File: src/tlph_pkg.sv
// tlph_pkg: shared types and constants for the two-level perfect hash table.
// Holds opcode, status and register index codes, the control state type and defaults.
// No dependencies.
package tlph_pkg;

   localparam int MAX_BUCKETS_DEF = 256;
   localparam int SLOT_WORDS_DEF  = 4096;
   localparam int KEY_BITS_DEF    = 16;

   localparam int DIV_BITS = 32;

   localparam logic [2:0] OP_CLEAR  = 3'd0;
   localparam logic [2:0] OP_COUNT  = 3'd1;
   localparam logic [2:0] OP_SET    = 3'd2;
   localparam logic [2:0] OP_INSERT = 3'd3;
   localparam logic [2:0] OP_LOOKUP = 3'd4;

   localparam logic [1:0] ST_OK    = 2'd0;
   localparam logic [1:0] ST_FULL  = 2'd1;
   localparam logic [1:0] ST_EMPTY = 2'd2;
   localparam logic [1:0] ST_RANGE = 2'd3;

   localparam logic [1:0] CSR_FIRST_MULT   = 2'd0;
   localparam logic [1:0] CSR_FIRST_MOD    = 2'd1;
   localparam logic [1:0] CSR_BUCKET_TOTAL = 2'd2;

   typedef enum logic [3:0] {
      S_IDLE,
      S_SWEEP,
      S_MUL1,
      S_DIVA,
      S_DIVB,
      S_BRD,
      S_BUCK,
      S_MUL2,
      S_DIVC,
      S_DIVD,
      S_SRD,
      S_SLOT,
      S_SETCHK,
      S_SETRD,
      S_SETSQ,
      S_SETWR
   } state_type;

endpackage

File: src/tlph_rem.sv
// tlph_rem: iterative remainder unit, one dividend bit per cycle.
// A zero divisor returns the dividend unreduced. Uses tlph_pkg for the divisor width.
module tlph_rem
   import tlph_pkg::*;
#(
   parameter int PROD_BITS = 32
) (
   input  logic                 clock,
   input  logic                 reset,
   input  logic                 start,
   input  logic [PROD_BITS-1:0] dividend,
   input  logic [DIV_BITS-1:0]  divisor,
   output logic                 busy,
   output logic                 done,
   output logic [PROD_BITS-1:0] result
);

   localparam int CW = $clog2(PROD_BITS + 1);

   logic                 busy_ff;
   logic [CW-1:0]        cnt_ff;
   logic [DIV_BITS:0]    rem_ff;
   logic [PROD_BITS-1:0] dq_ff;
   logic [PROD_BITS-1:0] orig_ff;
   logic [DIV_BITS-1:0]  d_ff;
   logic                 keep_ff;
   logic [DIV_BITS:0]    trial;
   logic                 step;

   assign step  = busy_ff && (cnt_ff != '0);
   assign done  = busy_ff && (cnt_ff == '0);
   assign busy  = busy_ff;
   assign trial = {rem_ff[DIV_BITS-1:0], dq_ff[PROD_BITS-1]};
   assign result = keep_ff ? orig_ff : PROD_BITS'(rem_ff[DIV_BITS-1:0]);

   always_ff @(posedge clock) begin
      if (reset) begin
         busy_ff <= 1'b0;
      end else if (start) begin
         busy_ff <= 1'b1;
      end else if (done) begin
         busy_ff <= 1'b0;
      end
   end

   always_ff @(posedge clock) begin
      if (start) begin
         cnt_ff  <= CW'(PROD_BITS);
         rem_ff  <= '0;
         dq_ff   <= dividend;
         orig_ff <= dividend;
         d_ff    <= divisor;
         keep_ff <= (divisor == '0);
      end else if (step) begin
         cnt_ff <= cnt_ff - 1'b1;
         dq_ff  <= {dq_ff[PROD_BITS-2:0], 1'b0};
         if (trial >= {1'b0, d_ff}) begin
            rem_ff <= trial - {1'b0, d_ff};
         end else begin
            rem_ff <= trial;
         end
      end
   end

endmodule

File: config.mk
export PLATFORM = sky130hd
export DESIGN_NAME = tlph_rem
export DESIGN_NICKNAME = d
export VERILOG_FILES = /design/src/tlph_pkg.sv /design/src/tlph_rem.sv
export SDC_FILE = /design/constraint.sdc
export NUM_CORES = 1
export LEC_CHECK = 0
export ABC_AREA = 1
export BUFFER_PORTS_ARGS = -buffer_cell sky130_fd_sc_hd__buf_2
export CAP_MARGIN = 20
export CORE_MARGIN = 3
export CORE_UTILIZATION = 29
export DETAILED_ROUTE_END_ITERATION = 10
export PLACE_DENSITY = 0.48
export SYNTH_ARGS = -nofsm -noshare
export SYNTH_HDL_FRONTEND = slang
export SYNTH_SLANG_ARGS = --single-unit
export TNS_END_PERCENT = 30
File: constraint.sdc
create_clock -name clock -period 5.3 [get_ports clock]
set_input_delay 0.265 -clock clock [delete_from_list [all_inputs] [get_ports clock]]
set_output_delay 0.265 -clock clock [all_outputs]
set_load 0.02 [all_outputs]
==> results of run 1 <==
## how the worst max path moves through the flow
stage,startpoint,cells past startpoint,endpoint,slack (ns)
finish,d_ff[18],15,rem_ff[26],2.70
global route,d_ff[23],15,rem_ff[31],2.41
CTS,d_ff[30],11,rem_ff[26],2.69
detailed placement,d_ff[30],11,rem_ff[31],2.69
global placement,rem_ff[20],12,rem_ff[19],2.71
floorplan,cnt_ff[0],7,dq_ff[0],3.37
## cell type report
class                           count  area share (%)
Clock inverter                     14           1.471
Inverter                          197           7.432
Clock buffer                       18           4.313
Sequential cell                   136           37.12
Multi-Input combinational cell    763           39.30
Tap cell                          384           4.829
Timing Repair Buffer              106           5.533
## sequential cells by signal, summed over array words and instances, names as in the netlist
register  flops
busy          1
orig_ff      32
rem_ff       32
cnt_ff        6
dq_ff        32
keep_ff       1
d_ff         32
## routing by layer
layer	GRT usage [%]	part of all wire, %
met5	0	0
met4	5.236	2.3
met1	22.80	51
met3	2.760	4.1
met2	23.68	43
## synthesized netlist by cell type, drive strengths merged, types with 2 or more instances
master,instances
clkinv,2
nand4,6
and2,5
nand2,480
ha,34
a21oi,23
dfxtp,39
buf,12
clkbuf,17
nor4,8
edfxtp,97
nand3,89
xnor2,14
o21ai,34
nor3,6
nand3b,10
inv,195
nor2,49
## metrics by stage
step | instance area (um^2) | setup WS, ns | cells
finish | 9950 | 2.701 | 1618
global route | 9950 | 2.412 | 1618
CTS | 9950 | 2.688 | 1618
detailed placement | 9364 | 2.686 | 1585
global placement | 9364 | 2.711 | 1585
floorplan | 8542 | 3.366 | 1125
## critical path, stage by stage (launching register included)
cell and delay, ns:
edfxtp_1 0.38, inv_1 0.10, ha_1 0.30, nand2_1 0.10
nand2_1 0.07, nand2_1 0.06, nand2_1 0.06, nand2_1 0.05
nand2_1 0.06, nand2_1 0.07, nand3_2 0.12, nor2_8 0.47
nand2_8 0.35, nand2_2 0.18, nand3_2 0.06, nand2_1 0.07
## logic make-up after synthesis
kind of cell             Yosys count  share of synthesized area, %
AO/OA/AOI/OAI                     60                         3.589
XOR/XNOR                          14                         1.436
adder cells (fa/ha/maj)           35                         5.215
buffers and inverters            226                         11.07
flip-flops                       136                         43.24
AND/OR/NAND/NOR                  654                         35.45
## report_power, final
group | switching (mW) | internal, mW | total [mW]
Combinational | 0.253 | 0.117 | 0.370
Clock | 0.518 | 0.695 | 1.21
Sequential | 0.0265 | 1.24 | 1.26
Total | 0.798 | 2.05 | 2.85
==> key figures, run 1 <==
Final layout
  – Area Growth Syn to Fin: 16.48%
  – Commonest non-fill, non-tap cell in the layout: nand2_1
  – Most frequent cells in the layout: nand2_1, inv_1, buf_2
  – Multi-input gate area: 3910 um^2
  – FF+latch area: 3694 um^2
  – Post-layout util: 34.48%
  – Layout cell share with drive strength beyond 1: 18.40%
  – Nets: 1323
  – Antenna cells: 0
  – Filler instances: 3161

Logic synthesis
  – Asr flop ratio synth: 0%
  – Top-area cell type share of the netlist area: 34.10%
  – Unique masters post-synth: 34
  – Sequential fraction of the synthesis area: 43.24%
  – Post-synthesis cell area: 8542 um^2
  – Top_reg_cell synth: edfxtp_1
  – Synth top area cells: edfxtp_1, nand2_1, dfxtp_1, inv_1, ha_1
  – Syn_area_per_cell: 7.593 um^2
  – #FFs+latches synth: 136
  – YS warnings: 0
  – EDFF count, synth: 97
  – Post-synth top area cell: edfxtp_1
  – Syn Inst Count: 1125
  – Synth Net Count: 1227

CTS
  – Setup bufs post-CTS: 0
  – Clock Path Buffers: 2
  – H-tree depth: 4
  – Post-CTS Hold Fix Bufs: 1
  – CTS clk-pin slew, worst paths: 0.07 ns
  – Num CTS Buffers: 17
  – Clock Latency Late Sink: 0.43 ns
  – Clock root buffer: clkbuf_16
  – Clk sink count: 136
  – Clock tree from TritonCTS: built
  – CTS resizes: 0

Global routing
  – Total Routing Usage GR: 15.75%
  – Grt total ovfl: 0
  – Vias in the first global route: 7025
  – Initial antenna violation count: 0
  – First-pass GRT wire length: 38.50 mm
  – Largest net degree at the start of global routing: 65

Timing
  – Final setup fails: 0
  – WHS: 0.02072 ns
  – Clock period minus worst slack: 2.599 ns
  – Final worst-path cycle share: 49.04%
  – RSZ-0062 raised after global routing: no
  – Pins Over Slew Limit: 0
  – Clock Skew: 0.009239 ns
  – Fmax: 384.7 MHz
  – Final hold viol count: 0
  – Slew HR: 32.25%
  – TNS Setup: 0 ns
  – Slew @ Worst Pin: 1.010 ns

Hold path
  – Worst hold path stage count: 1
  – Worst min-delay path class: in2reg
  – Worst Hold Endpoint: orig_ff[29]
  – Hold path start: dividend[29]

Power and ir drop
  – Power Total: 2.848 mW
  – Power per cell area: 286.2 nW/um^2
  – Max IR drop VDD: 0.1932 mV
  – Leakage: 5.006 nW

Routing
  – WL/cell: 14.86 um
  – DRT antenna net count: 0
  – Via/cell ratio: 4.404
  – DRC: 0
  – Drt total wl: 24.05 mm
  – Initial drt markers: 393
  – Initial DRT Pass Iterations: 7
  – Vias: 7125

Placed design
  – Gpl congestion: 0.9025
  – DP HPWL: 18.29 mm
  – IO buf count: 100

Run status
  – Result of the run: finished clean

Worst setup path
  – Reg2reg start: d_ff[18]
  – WP data arrival: 2.98 ns
  – Worst setup path category: reg2reg
  – CP Capture Type: flip-flop
  – Critical Path Source Type: flip-flop
  – CP required: 5.68 ns
  – Worst-path fanout max: 33
  – FF-to-FF End: rem_ff[26]
  – Worst r2r path cells: 15
  – R2R setup slack: 2.70 ns

Floorplanning
  – Die ar.: 31550 um^2
  – Row cnt: 62
  – Starting Density: 29.60%
  – I/O pin count: 101
  – Die width: 177.6 um
  – Die Y: 177.6 um
  – Core ar.: 28860 um^2

Flow run
  – MaxCap Viol Count: 0
No activity file was read; power rests on OpenSTA's default activity.
==> run 2, diff against run 1 <==
--- a/config.mk
+++ b/config.mk
@@ -5,13 +5,13 @@
 export SDC_FILE = /design/constraint.sdc
 export NUM_CORES = 1
 export LEC_CHECK = 0
-export ABC_AREA = 1
+export ABC_AREA = 0
 export BUFFER_PORTS_ARGS = -buffer_cell sky130_fd_sc_hd__buf_2
 export CAP_MARGIN = 20
 export CORE_MARGIN = 3
 export CORE_UTILIZATION = 29
 export DETAILED_ROUTE_END_ITERATION = 10
-export PLACE_DENSITY = 0.48
+export PLACE_DENSITY = 0.49
 export SYNTH_ARGS = -nofsm -noshare
 export SYNTH_HDL_FRONTEND = slang
 export SYNTH_SLANG_ARGS = --single-unit
==> constraint.sdc (replaced) <==
create_clock -name clock -period 2.6 [get_ports clock]
set_input_delay 0.13 -clock clock [delete_from_list [all_inputs] [get_ports clock]]
set_output_delay 0.13 -clock clock [all_outputs]
set_load 0.02 [all_outputs]
==> run 2 against run 1 <==
Net effect:
- largest cell class unchanged
- critical endpoint is now rem_ff[31]
- first-iteration DRC count fell by 17%
- clock skew rose by 0.0035 ns
- count of clock-buffer cells in the layout did not move
- cell count fell by 19%
- setup slack got worse by 2.7 ns
- utilization rose by 9.0 points
- largest power group unchanged
- the flow now finishes with violations (negative setup slack)
- final area rose by 10%
- maximum frequency fell by 0.28%
==> key figures, run 2 <==
Hold path
  – Worst Hold Endpoint: cnt_ff[0]
  – Worst min-delay path class: in2reg
  – Hold path start: start
  – Worst hold path stage count: 2 (+1)

Worst setup path
  – Worst-path fanout max: 3 (-91%)
  – CP max-delay cell: or4b_4
  – Worst path cell trace: ha_4 -> nand2b_4 -> a211oi_4 -> o22a_2 -> a211oi_2 -> or4b_4 -> a21oi_4 -> mux2i_1 -> nor3_1 -> o31ai_1
  – Worst r2r path cells: 10 (-5)
  – Critical Path Source Type: flip-flop
  – FF-to-FF End: rem_ff[31]
  – CP Capture Type: flip-flop
  – R2R setup slack: -0.007 ns (-2.71 ns)
  – CP delay by family, top: compound AO/OA/AOI/OAI gates
  – CP required: 2.94 ns (-2.74 ns)
  – WP data arrival: 2.94 ns (-0.04 ns)
  – Worst Path Buf+Inv: 0 (-1)
  – Reg2reg start: d_ff[0]
  – Max stage delay on crit path: 0.55 ns (+0.08 ns)
  – Worst setup path category: reg2reg

Floorplanning
  – I/O pin count: 101 (unchanged)
  – Die ar.: 27640 um^2 (-12%)
  – Starting Density: 29.58% (about the same)
  – Row cnt: 58 (-6.5%)
  – Die width: 166.3 um (-6.4%)
  – Die Y: 166.3 um (-6.4%)
  – Core ar.: 25180 um^2 (-13%)

CTS
  – Clock Path Buffers: 2 (unchanged)
  – CTS clk-pin slew, worst paths: 0.06 ns (about the same)
  – Num CTS Buffers: 17 (unchanged)
  – Clock root buffer: clkbuf_16
  – H-tree depth: 4 (unchanged)
  – Clock Latency Late Sink: 0.42 ns (about the same)
  – Clk sink count: 136 (unchanged)
  – Clock tree from TritonCTS: built

Final layout
  – Nets: 1066 (-19%)
  – Area Growth Syn to Fin: 46.98%
  – Commonest non-fill, non-tap cell in the layout: buf_4
  – Most frequent cells in the layout: buf_4, buf_2, edfxtp_1
  – Layout cell share with drive strength beyond 1: 40.53% (+22 points)
  – Post-Layout Inst Area: 10950 um^2 (+10%)
  – Antenna cells: 0 (unchanged)
  – Post-layout util: 43.48% (+9.0 points)

Global routing
  – Largest net degree at the start of global routing: 67 (+3.1%)
  – Initial antenna violation count: 0 (unchanged)
  – Vias in the first global route: 6503 (-7.4%)
  – First-pass GRT wire length: 35.82 mm (-7.0%)
  – Total Routing Usage GR: 16.15% (+0.40 points)
  – Grt total ovfl: 0 (unchanged)

Power and ir drop
  – Clock share of power: 36.0% (-6.6 points)
  – Leakage: 4.549 nW (-9.1%)
  – Psw: 2.006 mW (+150%)
  – Power per cell area: 622.5 nW/um^2 (+120%)
  – Net Sw Frac: 29.43% (+1.4 points)
  – Flop pwr share: 38.6% (-5.8 points)
  – Max IR drop VDD: 0.3642 mV (+89%)
  – Internal: 4.810 mW (+130%)
  – Comb pwr share: 25.4% (+12 points)

Routing
  – Initial DRT Pass Iterations: 5 (-2)
  – WL/cell: 17.31 um (+16%)
  – Via/cell ratio: 4.833 (+9.8%)
  – DRC: 0 (unchanged)
  – Vias: 6317 (-11%)
  – Initial drt markers: 327 (-17%)
  – Drt total wl: 22.62 mm (-5.9%)
  – DRT antenna net count: 0 (unchanged)

Logic synthesis
  – Asr flop ratio synth: 0% (unchanged)
  – Top-area cell type share of the netlist area: 39.11% (+5.0 points)
  – #FFs+latches synth: 136 (unchanged)
  – Most frequent cell after synthesis: edfxtp_1
  – Syn_area_per_cell: 10.86 um^2 (+43%)
  – Post-synthesis cell area: 7448 um^2 (-13%)
  – Unique masters post-synth: 59 (+74%)
  – Sequential fraction of the synthesis area: 49.59% (+6.3 points)
  – EDFF count, synth: 97 (unchanged)
  – Post-synth top area cell: edfxtp_1
  – Most frequent cells after synthesis: edfxtp_1, mux2_2, nand2_1
  – YS warnings: 0 (unchanged)
  – Top_reg_cell synth: edfxtp_1
  – Synth top area cells: edfxtp_1, dfxtp_1, mux2_2, ha_1, a21oi_1
  – Syn Inst Count: 686 (-39%)
  – Synth Net Count: 788 (-36%)

Timing
  – Crit path setup slack, layout: -0.006528 ns (-2.707 ns)
  – Clock Skew: 0.01269 ns (+0.003451 ns)
  – Final hold viol count: 0 (unchanged)
  – Fmax: 383.7 MHz (-0.28%)
  – RSZ-0062 raised after global routing: yes
  – Clock period minus worst slack: 2.607 ns (+0.007218 ns)
  – Final worst-path cycle share: 100.3% (+51 points)
  – Pins Over Slew Limit: 0 (unchanged)
  – Final setup fails: 1 (+1)
  – Slew @ Worst Pin: 0.6936 ns (-0.3164 ns)
  – Slew HR: 53.34% (+21 points)

Placed design
  – DP HPWL: 16.30 mm (-11%)
  – IO buf count: 100 (unchanged)
  – Gpl congestion: 0.8789 (-2.6%)
  – Post-Place Setup Slack: -0.3109 ns (-2.997 ns)
  – Placed cell area: 9082 um^2 (-3.0%)

Flow run
  – MaxCap Viol Count: 0 (unchanged)

Run status
  – Result of the run: finished, violations left
  – Failing checks: negative setup slack
-- run 2: cell types whose count changed in the layout (fill, tap and decap cells not counted), moves of 34 or more --
cell,previous run,this run
nand2_2,38,4
inv_1,191,35
nand3_1,58,21
buf_4,6,116
nand2_1,437,55
dlygate4sd3_1,1,65
mux2_2,0,63
-- run 2: how the worst max path moves through the flow --
stage | startpoint | to | slack [ns] | cells past startpoint
finish | d_ff[0] | rem_ff[31] | -0.007 | 10
floorplan | d_ff[4] | rem_ff[20] | 0.04 | 13
global placement | dq_ff[31] | rem_ff[24] | -0.28 | 13
CTS | d_ff[4] | rem_ff[0] | -0.02 | 13
detailed placement | dq_ff[31] | rem_ff[24] | -0.31 | 13
global route | d_ff[0] | rem_ff[8] | -0.15 | 14
-- run 2: routing by layer --
layer / routed length (um) / track usage (%) / vias to the layer above
met5: 0 / 0 / -
met4: 363 / 4.340 / 0
met2: 10530 / 25.28 / 139
li1: - / - / 3089
met3: 939 / 3.047 / 23
met1: 10790 / 23.02 / 3066
-- run 2: area by class of cell --
cell class / instances / area, um^2
clock buffers: 18 / 429.2
clock inverters: 14 / 165.2
multi-input cells: 476 / 3891
well taps: 330 / 412.9
repair buffers: 292 / 2201
flip-flops and latches: 136 / 3695
fillers: 2404 / 14230
inverters: 41 / 153.9
-- run 2: logic make-up (layout without fill, tap and decap cells) --
group,count (synthesis),in the layout,share of synthesized area [%]
buf+inv,74,365,4.015
flops,136,136,49.59
fa+ha+maj,35,35,5.980
mux,74,74,11.00
compound gates,151,151,13.74
xor+xnor,34,34,3.998
simple gates,182,182,11.68
-- run 2: power by group through the flow --
stage	clock (mW)	sequential [mW]	combinational, mW
finish	2.45	2.63	1.73
global route	2.59	2.66	1.89
CTS	2.51	2.63	1.62
global placement	0	2.67	1.47
floorplan	0	2.66	0.851
detailed placement	0	2.67	1.47
-- run 2: timing repair --
action,4_1_cts,5_1_grt
setup buffers,5,11
gates cloned,0,1
pin swaps,7,32
hold buffers,65,0
endpoints found under the setup margin,32,32
hold endpoints to repair,66,0
resized for setup,44,57
-- run 2: metrics by stage --
stage,total power [mW],setup TNS [ns],hold slack [ns],std cells
floorplan,3.511,0,0.2024,686
finish,6.816,-0.006528,0.1586,1307
global placement,4.136,-4.162,0.2905,1193
detailed placement,4.135,-5.053,0.2913,1193
CTS,6.757,-0.05031,0.1325,1295
global route,7.138,-2.674,0.1471,1307
